--- src/sv/assert_macros.svh ---
// Assertion macros shared by the run state controller RTL.
// Included by files that check their own logic; needs a clock named clk and reset rst.
`ifndef ASSERT_MACROS_SVH
`define ASSERT_MACROS_SVH

// Checked at every rising clock edge outside of reset.
`define ASSERT_CLK(label, prop, msg) \
  label: assert property (@(posedge clk) disable iff (rst) (prop)) else $error(msg);

// Checked at every rising clock edge, reset included.
`define ASSERT_ALWAYS(label, prop, msg) \
  label: assert property (@(posedge clk) (prop)) else $error(msg);

`endif

--- src/sv/rsc_pkg.sv ---
// Types, codes and helper functions of the multicore run state controller.
// Has no dependencies; the controller, the tally and the testbench import it.
`default_nettype none

package rsc_pkg;

  typedef enum logic [1:0] {
    ST_HALT = 2'd0,
    ST_RUN  = 2'd1,
    ST_IDLE = 2'd2,
    ST_ERR  = 2'd3
  } run_state_t;

  typedef enum logic [2:0] {
    MODE_SET      = 3'd0,
    MODE_REPORT   = 3'd1,
    MODE_MAILBOX  = 3'd2,
    MODE_RELEASE  = 3'd3,
    MODE_HALT_ALL = 3'd4,
    MODE_INITIAL  = 3'd5,
    MODE_QUERY    = 3'd6
  } mode_t;

  typedef enum logic {
    CFG_ACTIVE_CORES  = 1'b0,
    CFG_RELEASE_MAGIC = 1'b1
  } cfg_index_t;

  localparam logic [7:0] CODE_HALT = 8'h01;
  localparam logic [7:0] CODE_RUN  = 8'h02;
  localparam logic [7:0] CODE_IDLE = 8'h03;
  localparam logic [7:0] CODE_ERR  = 8'hFF;

  localparam logic [3:0] ACTIVE_CORES_RESET = 4'd8;

  // Per-state totals over the active cores.
  typedef struct packed {
    logic [3:0] running;
    logic [3:0] halted;
    logic [3:0] idle;
    logic [3:0] error;
  } rsc_counts_t;

  function automatic logic [7:0] code_of(input run_state_t s);
    logic [7:0] c;
    unique case (s)
      ST_HALT: c = CODE_HALT;
      ST_RUN:  c = CODE_RUN;
      ST_IDLE: c = CODE_IDLE;
      default: c = CODE_ERR;
    endcase
    return c;
  endfunction

endpackage

`default_nettype wire

--- src/sv/rsc_interfaces.sv ---
// Valid/ready channel interfaces of the run state controller: command, result
// and configuration write. No dependencies.
`default_nettype none

interface rsc_cmd_if;
  logic        valid;
  logic        ready;
  logic [2:0]  mode;
  logic [3:0]  core_index;
  logic [1:0]  new_state;
  logic [31:0] mailbox_word;
  modport source (output valid, mode, core_index, new_state, mailbox_word, input ready);
  modport sink (input valid, mode, core_index, new_state, mailbox_word, output ready);
endinterface

interface rsc_res_if;
  logic       valid;
  logic       ready;
  logic [7:0] state_code;
  logic       core_valid;
  logic       may_execute;
  logic       release_match;
  logic [2:0] freed_count;
  logic [3:0] running_count;
  logic [3:0] halted_count;
  logic [3:0] idle_count;
  logic [3:0] error_count;
  logic       all_idle;
  logic       release_done;
  modport source (output valid, state_code, core_valid, may_execute, release_match,
                  freed_count, running_count, halted_count, idle_count,
                  error_count, all_idle, release_done, input ready);
  modport sink (input valid, state_code, core_valid, may_execute, release_match,
                freed_count, running_count, halted_count, idle_count,
                error_count, all_idle, release_done, output ready);
endinterface

interface rsc_cfg_if;
  logic        valid;
  logic        ready;
  logic        index;
  logic [31:0] data;
  modport source (output valid, index, data, input ready);
  modport sink (input valid, index, data, output ready);
endinterface

`default_nettype wire

--- src/sv/multicore_run_state_controller.sv ---
// Run state controller for up to MAX_CORES cores: one command word in, one status word out.
// One command is accepted per cycle while status words are taken. It waits in the input
// register, where the read-modify-write of the per-core state registers and the state
// counts over the updated values are worked out, and its status word is loaded from there
// into the result register, from which it is offered to the result channel. A
// status word that waits holds the input register and, through it, command acceptance.
// Only core ids up to 14 are ever addressable, so at most 15 state entries are built.
// Configuration writes take effect at once and are accepted in every cycle.
`default_nettype none

`include "assert_macros.svh"

module multicore_run_state_controller
  import rsc_pkg::*;
#(
  parameter int MAX_CORES = 8
) (
  input wire logic   clk,
  input wire logic   rst,
  rsc_cmd_if.sink    cmd,
  rsc_res_if.source  res,
  rsc_cfg_if.sink    cfg
);

  localparam int NUM   = (MAX_CORES < 15) ? MAX_CORES : 15;
  localparam int IDX_W = (NUM > 1) ? $clog2(NUM) : 1;

  logic [3:0]  active_cores;
  logic [31:0] release_magic;

  run_state_t rs [NUM];
  run_state_t rs_next [NUM];
  logic armed, armed_next;
  logic taken, taken_next;

  logic        s1_valid;
  logic [2:0]  s1_mode;
  logic [3:0]  s1_core;
  logic [1:0]  s1_new_state;
  logic [31:0] s1_word;

  logic        out_valid;
  logic [7:0]  out_state_code;
  logic        out_core_valid;
  logic        out_may_execute;
  logic        out_match;
  logic [2:0]  out_released;
  rsc_counts_t out_counts;
  logic        out_done;

  logic        adv;
  logic [3:0]  n_eff;
  logic        core_ok;
  logic [IDX_W-1:0] idx;
  logic        match;
  logic [3:0]  rel_cnt;
  run_state_t  st;
  rsc_counts_t counts;

  logic [5:0]  count_sum;
  logic        release_go;
  logic        reads_err;

  assign cfg.ready = 1'b1;

  always_ff @(posedge clk) begin
    if (rst) begin
      active_cores  <= ACTIVE_CORES_RESET;
      release_magic <= '0;
    end else if (cfg.valid) begin
      unique case (cfg_index_t'(cfg.index))
        CFG_ACTIVE_CORES:  active_cores  <= cfg.data[3:0];
        CFG_RELEASE_MAGIC: release_magic <= cfg.data;
        default: ;
      endcase
    end
  end

  assign adv       = s1_valid && (!out_valid || res.ready);
  assign cmd.ready = !s1_valid || adv;

  always_ff @(posedge clk) begin
    if (rst) begin
      s1_valid <= 1'b0;
    end else if (cmd.ready) begin
      s1_valid <= cmd.valid;
    end
  end

  always_ff @(posedge clk) begin
    if (cmd.valid && cmd.ready) begin
      s1_mode      <= cmd.mode;
      s1_core      <= cmd.core_index;
      s1_new_state <= cmd.new_state;
      s1_word      <= cmd.mailbox_word;
    end
  end

  assign n_eff   = (active_cores > 4'(NUM)) ? 4'(NUM) : active_cores;
  assign core_ok = s1_core < n_eff;
  assign idx     = core_ok ? s1_core[IDX_W-1:0] : '0;

  always_comb begin
    rs_next    = rs;
    armed_next = armed;
    taken_next = taken;
    match      = 1'b0;
    rel_cnt    = '0;
    unique case (s1_mode)
      MODE_SET: begin
        if (core_ok) rs_next[idx] = run_state_t'(s1_new_state);
      end
      MODE_REPORT: begin
        if (core_ok && !(s1_core != 4'd0 && rs[idx] == ST_ERR)) begin
          rs_next[idx] = run_state_t'(s1_new_state);
        end
      end
      MODE_MAILBOX: begin
        match = (s1_word == release_magic);
        if (match) armed_next = 1'b1;
      end
      MODE_RELEASE: begin
        if (armed && !taken) begin
          for (int i = 1; i < NUM; i++) begin
            if (4'(i) < n_eff && rs[i] == ST_HALT) begin
              rs_next[i] = ST_RUN;
              rel_cnt    = rel_cnt + 4'd1;
            end
          end
          taken_next = 1'b1;
        end
      end
      MODE_HALT_ALL: begin
        for (int i = 0; i < NUM; i++) begin
          if (4'(i) < n_eff) rs_next[i] = ST_HALT;
        end
      end
      MODE_INITIAL: begin
        for (int i = 0; i < NUM; i++) begin
          rs_next[i] = (i == 0) ? ST_RUN : ST_HALT;
        end
        armed_next = 1'b0;
        taken_next = 1'b0;
      end
      default: ;
    endcase
  end

  rsc_tally #(.NUM(NUM)) u_tally (
    .states (rs_next),
    .live   (n_eff),
    .counts (counts)
  );

  assign st = core_ok ? rs_next[idx] : ST_ERR;

  always_ff @(posedge clk) begin
    if (rst) begin
      for (int i = 0; i < NUM; i++) begin
        rs[i] <= (i == 0) ? ST_RUN : ST_HALT;
      end
      armed <= 1'b0;
      taken <= 1'b0;
    end else if (adv) begin
      rs    <= rs_next;
      armed <= armed_next;
      taken <= taken_next;
    end
  end

  always_ff @(posedge clk) begin
    if (rst) begin
      out_valid <= 1'b0;
    end else if (adv) begin
      out_valid <= 1'b1;
    end else if (res.ready) begin
      out_valid <= 1'b0;
    end
  end

  always_ff @(posedge clk) begin
    if (adv) begin
      out_state_code  <= code_of(st);
      out_core_valid  <= core_ok;
      out_may_execute <= (st == ST_RUN) || (st == ST_ERR && s1_core == 4'd0);
      out_match       <= match;
      out_released    <= (rel_cnt > 4'd7) ? 3'd7 : rel_cnt[2:0];
      out_counts      <= counts;
      out_done        <= taken_next;
    end
  end

  assign res.valid          = out_valid;
  assign res.state_code     = out_state_code;
  assign res.core_valid     = out_core_valid;
  assign res.may_execute    = out_may_execute;
  assign res.release_match  = out_match;
  assign res.freed_count    = out_released;
  assign res.running_count  = out_counts.running;
  assign res.halted_count   = out_counts.halted;
  assign res.idle_count     = out_counts.idle;
  assign res.error_count    = out_counts.error;
  assign res.all_idle       = (out_counts.running == 4'd0) && (out_counts.halted == 4'd0);
  assign res.release_done   = out_done;

  assign count_sum  = 6'(out_counts.running) + 6'(out_counts.halted) + 6'(out_counts.idle)
                    + 6'(out_counts.error);
  assign release_go = adv && (s1_mode == MODE_RELEASE) && armed;
  assign reads_err  = (out_state_code == CODE_ERR);

  `ASSERT_CLK(a_counts_cover_live, out_valid |-> (count_sum == 6'(n_eff)), "bad state totals")
  `ASSERT_CLK(a_release_sets_done, (out_valid && |out_released) |-> out_done, "no release done")
  `ASSERT_CLK(a_taken_by_release, $rose(taken) |-> $past(release_go), "release taken unarmed")
  `ASSERT_CLK(a_invalid_reads_error, out_valid && !out_core_valid |-> reads_err, "bad invalid read")

endmodule

`default_nettype wire

--- src/sv/rsc_tally.sv ---
// Counts the active cores in each run state.
// Depends on rsc_pkg.
`default_nettype none

module rsc_tally
  import rsc_pkg::*;
#(
  parameter int NUM = 8
) (
  input  run_state_t  states [NUM],
  input  logic [3:0]  live,
  output rsc_counts_t counts
);

  always_comb begin
    counts = '0;
    for (int i = 0; i < NUM; i++) begin
      if (4'(i) < live) begin
        unique case (states[i])
          ST_HALT: counts.halted  = counts.halted + 4'd1;
          ST_RUN:  counts.running = counts.running + 4'd1;
          ST_IDLE: counts.idle    = counts.idle + 4'd1;
          default: counts.error   = counts.error + 4'd1;
        endcase
      end
    end
  end

endmodule

`default_nettype wire

--- src/flat_wrapper.sv ---
// flat-port wrapper written by rule: the top's interface ports become plain ports
module multicore_run_state_controller_flat import rsc_pkg::*;
#(
  parameter int MAX_CORES = 8
)
  (clk, rst, cmd_valid, cmd_mode, cmd_core_index, cmd_new_state, cmd_mailbox_word, cmd_ready, res_valid, res_state_code, res_core_valid, res_may_execute, res_release_match, res_freed_count, res_running_count, res_halted_count, res_idle_count, res_error_count, res_all_idle, res_release_done, res_ready, cfg_valid, cfg_index, cfg_data, cfg_ready);
  rsc_cmd_if cmd_i ();
  rsc_res_if res_i ();
  rsc_cfg_if cfg_i ();
  input wire logic clk;
  input wire logic rst;
  input wire logic [$bits(cmd_i.valid)-1:0] cmd_valid;
  input wire logic [$bits(cmd_i.mode)-1:0] cmd_mode;
  input wire logic [$bits(cmd_i.core_index)-1:0] cmd_core_index;
  input wire logic [$bits(cmd_i.new_state)-1:0] cmd_new_state;
  input wire logic [$bits(cmd_i.mailbox_word)-1:0] cmd_mailbox_word;
  output wire logic [$bits(cmd_i.ready)-1:0] cmd_ready;
  output wire logic [$bits(res_i.valid)-1:0] res_valid;
  output wire logic [$bits(res_i.state_code)-1:0] res_state_code;
  output wire logic [$bits(res_i.core_valid)-1:0] res_core_valid;
  output wire logic [$bits(res_i.may_execute)-1:0] res_may_execute;
  output wire logic [$bits(res_i.release_match)-1:0] res_release_match;
  output wire logic [$bits(res_i.freed_count)-1:0] res_freed_count;
  output wire logic [$bits(res_i.running_count)-1:0] res_running_count;
  output wire logic [$bits(res_i.halted_count)-1:0] res_halted_count;
  output wire logic [$bits(res_i.idle_count)-1:0] res_idle_count;
  output wire logic [$bits(res_i.error_count)-1:0] res_error_count;
  output wire logic [$bits(res_i.all_idle)-1:0] res_all_idle;
  output wire logic [$bits(res_i.release_done)-1:0] res_release_done;
  input wire logic [$bits(res_i.ready)-1:0] res_ready;
  input wire logic [$bits(cfg_i.valid)-1:0] cfg_valid;
  input wire logic [$bits(cfg_i.index)-1:0] cfg_index;
  input wire logic [$bits(cfg_i.data)-1:0] cfg_data;
  output wire logic [$bits(cfg_i.ready)-1:0] cfg_ready;
  assign cmd_i.valid = cmd_valid;
  assign cmd_i.mode = cmd_mode;
  assign cmd_i.core_index = cmd_core_index;
  assign cmd_i.new_state = cmd_new_state;
  assign cmd_i.mailbox_word = cmd_mailbox_word;
  assign cmd_ready = cmd_i.ready;
  assign res_valid = res_i.valid;
  assign res_state_code = res_i.state_code;
  assign res_core_valid = res_i.core_valid;
  assign res_may_execute = res_i.may_execute;
  assign res_release_match = res_i.release_match;
  assign res_freed_count = res_i.freed_count;
  assign res_running_count = res_i.running_count;
  assign res_halted_count = res_i.halted_count;
  assign res_idle_count = res_i.idle_count;
  assign res_error_count = res_i.error_count;
  assign res_all_idle = res_i.all_idle;
  assign res_release_done = res_i.release_done;
  assign res_i.ready = res_ready;
  assign cfg_i.valid = cfg_valid;
  assign cfg_i.index = cfg_index;
  assign cfg_i.data = cfg_data;
  assign cfg_ready = cfg_i.ready;
  multicore_run_state_controller #(.MAX_CORES(MAX_CORES)) u_core (.clk(clk), .rst(rst), .cmd(cmd_i), .res(res_i), .cfg(cfg_i));
endmodule
--- config.mk ---
export PLATFORM = sky130hd
export DESIGN_NAME = multicore_run_state_controller_flat
export DESIGN_NICKNAME = d
export VERILOG_FILES = /design/src/sv/rsc_pkg.sv /design/src/sv/rsc_interfaces.sv /design/src/sv/multicore_run_state_controller.sv /design/src/sv/rsc_tally.sv /design/src/flat_wrapper.sv
export VERILOG_INCLUDE_DIRS = /design/src /design/src/sv
export SDC_FILE = /design/constraint.sdc
export NUM_CORES = 1
export LEC_CHECK = 0
export ABC_CLOCK_PERIOD_IN_PS = 16300
export BUFFER_PORTS_ARGS = -buffer_cell sky130_fd_sc_hd__buf_4
export CORE_ASPECT_RATIO = 0.5
export CORE_MARGIN = 2
export CORE_UTILIZATION = 64
export DETAILED_ROUTE_END_ITERATION = 16
export GPL_TIMING_DRIVEN = 1
export HOLD_SLACK_MARGIN = 0.03
export PLACE_DENSITY = 0.92
export RECOVER_POWER = 100
export SLEW_MARGIN = 5
export SYNTH_ARGS = -nofsm -noshare
export SYNTH_HDL_FRONTEND = slang
export SYNTH_SLANG_ARGS = --single-unit
--- constraint.sdc ---
create_clock -name clk -period 16.3 [get_ports clk]
set_input_delay 3.26 -clock clk [delete_from_list [all_inputs] [get_ports clk]]
set_output_delay 3.26 -clock clk [all_outputs]
set_load 0.03 [all_outputs]
==> results.txt, run 1 <==
Final Core Density = 75.5%
layout cells sized above 1 = 12.8%
ys flop type = edfxtp_1
vias = 8,667
Setup Skew = 0.0158 ns
sequential power share = 31.6%
RSZ-0062 raised after global routing = no
Via density = 6.54
Worst Tran Pin Value = 2.71 ns
pwr dens = 116 nW/um2
max_cap viols = 4
status = finished with violations
Clock Path Buffers = 2
vias in the first global route = 8,196
Top delay family on crit path = simple AND/OR/NAND/NOR gates
CP Max Fanout = 19
pre-CTS setup slack = 7.96 ns
DRT Pass-1 Iters = 7
DRC violations left = 0
DPL Wire Length = 19,300 um
GRT overflow = 0
Net Count, Synth = 1,154
number of synthesized register bits = 123
Die Wd = 172 um
postcts setup bufs = 0
GP Congestion = 1.06
Hold Violations, Final = 0
commonest non-fill, non-tap cell in the layout = nand2_1
Leakage = 0.00411 uW
VDD IR-drop max = 0.0715 mV
CTS sink cnt = 123
highest-count cells in the layout ignoring fill and taps = nand2_1 (143), nor2_1 (88), a21oi_1 (83)
f_max = 103 MHz
failing checks = capacitance limit, slew limit
Gate Count Post-Synth = 1,041
nets = 1,233
Clock power frac = 34.1%
Ports = 114
setup slack after layout = 6.58 ns
Hold/Removal Path Class = register to register
Post-synth EDFFs = 67
Int Pwr = 766 uW
hold_ws = 0.474 ns
WP data arrival = 9.88 ns
CP Depth = 28
clock period minus worst slack = 9.72 ns
r2r setup slk = 6.58 ns
final setup fails = 0
# resized after CTS = 0
Yosys top cell area share = 22.2%
clock root cell = clkbuf_16
Post-DRT Antenna Nets = 0
CP max stage delay = 0.81 ns
gr usage total = 37.1%
CTS Hold Bufs = 0
Placement Cell Area = 9910 um2
cell area after synthesis = 9050 um2
Comb power frac = 34.3%
Final Cell Area = 10,300 um2
register area share after synthesis = 34.6%
setup TNS = 0 ns
CP bufs+invs = 2
Clk Latency, worst-skew pair = 0.42 ns
worst-case reg-to-reg path depth = 28
max-slew violation count = 145
starting density of the core = 66.2%
final period utilization = 59.6%
Die Ht = 88.1 um
Synth Area per Inst = 8.69 um2
H-tree depth = 4
die area = 15,200 um2
CTS tree = done
Psw = 431 uW
largest net degree at the start of global routing = 57
WL/cell = 21.2 um
critical path class = register to register
PortBufs = 112
cell mode on critical path = ha_1
CP required = 16.47 ns
Largest regs = u_core.release_magic (32), u_core.s1_word (32), u_core.rs (16)
share of flip-flops with an asynchronous set or reset = 0%
Synthesis Warnings = 0
TritonCTS Buffers = 17
Total Wirelength = 28,000 um
ranking of synthesized cells by area = edfxtp_1 (22%), dfxtp_1 (12%), nand2_1 (5.9%)
Area Growth Syn to Fin = 14.1%
site row count = 30
core area = 13,700 um2
crit start category = register
ant diodes = 0
Slew headroom = -80.7%
fill cell count = 998
Net Sw Frac = 36.0%
initial antenna violation count = 0
Worst-path clk slew = 0.07 ns
largest area contributor in the netlist = edfxtp_1
DRT iter0 DRCs = 898
Slowest-stage cell, CP = a21boi_0
synth unique cells = 94
first-pass GRT wire length = 42,800 um
Cells on Worst Hold Path = 2
crit end category = register
-- worst register-to-register path: cells and delay by family (launching register included) --
| kind | cells | cell delay [ns] |
|---|---|---|
| and+or+nand+nor | 10 | 3.14 |
| AOI/OAI and AO/OA | 6 | 2.44 |
| adders and majority gates | 5 | 1.72 |
| muxes | 3 | 0.71 |
| DFF | 1 | 0.58 |
| buffers and inverters | 2 | 0.50 |
| xor gates and xnor gates | 2 | 0.38 |
-- layout make-up --
cell class / instances / area [um2] / area share (%)
Sequential cell: 123 / 3130 / 30.4
Tap cell: 192 / 240 / 2.33
Inverter: 36 / 135 / 1.31
Multi-Input combinational cell: 826 / 5470 / 53.0
Clock buffer: 18 / 429 / 4.16
Timing Repair Buffer: 116 / 732 / 7.09
Clock inverter: 14 / 184 / 1.78
-- per-layer routing --
metal / up-vias / global-route usage, % / share of wire (%)
met5: - / 0 / 0
met4: 0 / 12.8 / 2.5
met3: 77 / 9.99 / 12
met2: 579 / 61.0 / 46
met1: 4046 / 47.8 / 40
li1: 3965 / - / -
-- worst paths after layout --
kind,from,to
setup / recovery,u_core.active_cores[3],u_core.res.idle_count[3]
hold / removal,u_core.release_magic[8],u_core.release_magic[8]
setup reg to reg,u_core.active_cores[3],u_core.res.idle_count[3]
hold reg to reg,u_core.release_magic[8],u_core.release_magic[8]
-- synth_stat cells, drive strengths merged (31+ instances only) --
master  number
clkbuf      34
dfxtp       56
o21ai       37
nor2        89
inv         34
ha          34
xnor2       53
edfxtp      67
nand2      143
a21oi       83
nand3       31
xor2        42
-- cell families after synthesis --
kind of cell	count (synthesis)	synth area share, %
and+or+nand+nor	406	22.3
AOI/OAI and AO/OA	246	18.4
DFF	123	34.6
xor gates and xnor gates	100	10.9
buffers and inverters	92	4.27
muxes	37	4.44
adders and majority gates	36	4.92
other	1	0.0415
-- per-stage QoR --
stage,power [uW],std cells
floorplan,689,1041
global placement,763,1293
detailed placement,792,1293
CTS,1200,1325
global route,1250,1325
finish,1200,1325
-- power groups by stage --
stage	clock network, uW	logic (uW)	registers [uW]
final	408	411	379
after global routing	420	449	381
after CTS	407	413	377
after detailed placement	0	409	383
after global placement	0	381	382
after floorplan	0	297	392
Power figures use the tool's default switching activity.
==> run 2: changes to the inputs <==
Settings changed: ABC_CLOCK_PERIOD_IN_PS 16300 to 8800, CORE_UTILIZATION 64 to 54, PLACE_DENSITY 0.92 to 0.83.
Clock period 16.3 ns to 8.8 ns, I/O delays scaled along.
==> run 2 against run 1 <==
  * The flow still finishes with violations (capacitance limit, slew limit)
  * Fmax increased by 18%
  * Routed wire length fell by 5.3%
  * Clock power increased by 66%
  * Via count fell by 2.0%
  * Combinational power up 81%
  * Final area is essentially flat
  * Clock skew increased by 0.0021 ns
  * Sequential power increased by 84%
  * Worst hold slack got worse by 0.0073 ns
  * Sequential share of layout area is essentially flat
  * Critical path type unchanged
==> results.txt, run 2 (synthesized netlist as in run 1, its figures left out) <==
layout cells sized above 1 = 13.1% (+0.26 points)
status = finished with violations
ant diodes = 0 (unchanged)
H-tree depth = 4 (unchanged)
crit end category = register
Ports = 114 (unchanged)
DPL Wire Length = 19,000 um (-1.9%)
cell mode on critical path = ha_1
VDD IR-drop max = 0.149 mV (+110%)
vias in the first global route = 7,696 (-6.1%)
CP required = 8.98 ns (-7.49 ns)
Worst Tran Pin Value = 2.74 ns (+0.0306 ns)
initial antenna violation count = 0 (unchanged)
Worst-path clk slew = 0.07 ns (about the same)
first-pass GRT wire length = 40,600 um (-5.1%)
Slowest-stage cell, CP = dfxtp_1
Via density = 6.24 (-4.5%)
final setup fails = 0 (unchanged)
postcts setup bufs = 0 (unchanged)
max_cap viols = 4 (unchanged)
failing checks = capacitance limit, slew limit
DRT iter0 DRCs = 863 (-3.9%)
DRT Pass-1 Iters = 7 (unchanged)
CTS sink cnt = 123 (unchanged)
WL met3 = 2910 um (-12%)
clock period minus worst slack = 8.24 ns (-1.47 ns)
Area Growth Syn to Fin = 14.2% (about the same)
# resized after CTS = 0 (unchanged)
Hold/Removal Path Class = register to register
DR WL met2 = 11,700 um (-8.7%)
Die Wd = 187 um (+8.7%)
GP Congestion = 1.02 (-3.9%)
pwr dens = 205 nW/um2 (+77%)
WP data arrival = 8.42 ns (-1.46 ns)
CP max stage delay = 0.56 ns (-0.25 ns)
clock root cell = clkbuf_16
DRC violations left = 0 (unchanged)
critical path class = register to register
gr usage total = 29.3% (-7.7 points)
setup TNS = 0 ns (unchanged)
Post-DRT Antenna Nets = 0 (unchanged)
uppermost layer routed = met4
Cell Count, Final, Fillers Out = 1,360 (+2.6%)
Setup Skew = 0.0179 ns (+0.00213 ns)
commonest non-fill, non-tap cell in the layout = nand2_1
final period utilization = 93.7% (+34 points)
CP Max Fanout = 13 (-6)
GRT overflow = 0 (unchanged)
RSZ-0062 raised after global routing = no
dpl cells = 1,328 (+2.7%)
Slew headroom = -82.8% (-2.0 points)
Clk Latency, worst-skew pair = 0.43 ns (about the same)
core area = 16,400 um2 (+20%)
CTS tree = done
largest net degree at the start of global routing = 57 (unchanged)
Largest regs = u_core.release_magic (32), u_core.s1_word (32), u_core.rs (16)
TritonCTS Buffers = 17 (unchanged)
Clock Path Buffers = 2 (unchanged)
nets = 1,233 (unchanged)
site row count = 33 (+10%)
WL/cell = 19.5 um (-7.7%)
max-slew violation count = 146 (+0.69%)
Leakage = 0.00408 uW (-0.61%)
crit start category = register
die area = 17,900 um2 (+18%)
Hold Violations, Final = 0 (unchanged)
vias = 8,493 (-2.0%)
f_max = 121 MHz (+18%)
fill cell count = 1,395 (+40%)
Die Ht = 95.5 um (+8.5%)
CTS Hold Bufs = 0 (unchanged)
highest-count cells in the layout ignoring fill and taps = nand2_1 (142), nor2_1 (88), a21oi_1 (83)
Metal-1 WL = 11,300 um (+1.3%)
PortBufs = 112 (unchanged)
starting density of the core = 55.2% (-11 points)
Total Wirelength = 26,500 um (-5.3%)
-- run 2: cell types whose count changed in the layout (fill, tap and decap cells not counted), sizes merged --
cell      delta
bufinv       -3
inv          +3
clkinv       -3
clkinvlp     +3
-- run 2: where the power goes --
group / internal (uW) / switching (uW) / total (uW)
clock network: 371 / 306 / 677
logic: 299 / 444 / 744
registers: 664 / 34.4 / 698
-- run 2: worst paths after layout --
kind | startpoint | end | slack [ns] | cells after the start
max reg2reg | u_core.active_cores[3] | u_core.res.idle_count[3] | 0.56 | 28
min | u_core.release_magic[11] | u_core.release_magic[11] | 0.47 | 2
min reg2reg | u_core.release_magic[11] | u_core.release_magic[11] | 0.47 | 2
max | u_core.active_cores[3] | u_core.res.idle_count[3] | 0.56 | 28
-- run 2: stage by stage --
step                utilization [%]  worst slack [ns]  instance area (um2)  power (uW)  hold slack [ns]
floorplan                         -              1.19                 9050        1280            0.448
global placement               60.7              1.12                 9950        1420            0.453
CTS                            64.1             0.764                10500        2140            0.468
detailed placement             60.7             0.825                 9950        1460            0.460
global route                   63.0             0.112                10300        2230            0.486
finish                         63.0             0.556                10300        2120            0.467
-- run 2: worst max-delay path: cells and delay by family, from the launching register on --
| kind | cells | cell delay (ns) |
|---|---|---|
| buffers and inverters | 2 | 0.43 |
| flip-flops | 1 | 0.56 |
| XOR/XNOR | 2 | 0.36 |
| AND/OR/NAND/NOR | 10 | 2.51 |
| AO/OA/AOI/OAI | 6 | 1.72 |
| adder cells (fa/ha/maj) | 5 | 1.65 |
| multiplexers | 3 | 0.74 |
-- run 2: per-layer routing --
metal  vias up  global-route usage, %
met5         -                      0
met2       498                   48.0
met3        61                   7.21
met4         0                   9.26
li1       3940                      -
met1      3994                   38.6
-- run 2: area by class of cell --
| cell class | count | area, um2 | area share, % |
|---|---|---|---|
| Clock buffer | 18 | 429 | 4.15 |
| Clock inverter | 14 | 125 | 1.21 |
| Inverter | 36 | 135 | 1.31 |
| Multi-Input combinational cell | 826 | 5490 | 53.2 |
| Sequential cell | 123 | 3130 | 30.3 |
| Tap cell | 227 | 284 | 2.75 |
| Timing Repair Buffer | 116 | 732 | 7.08 |
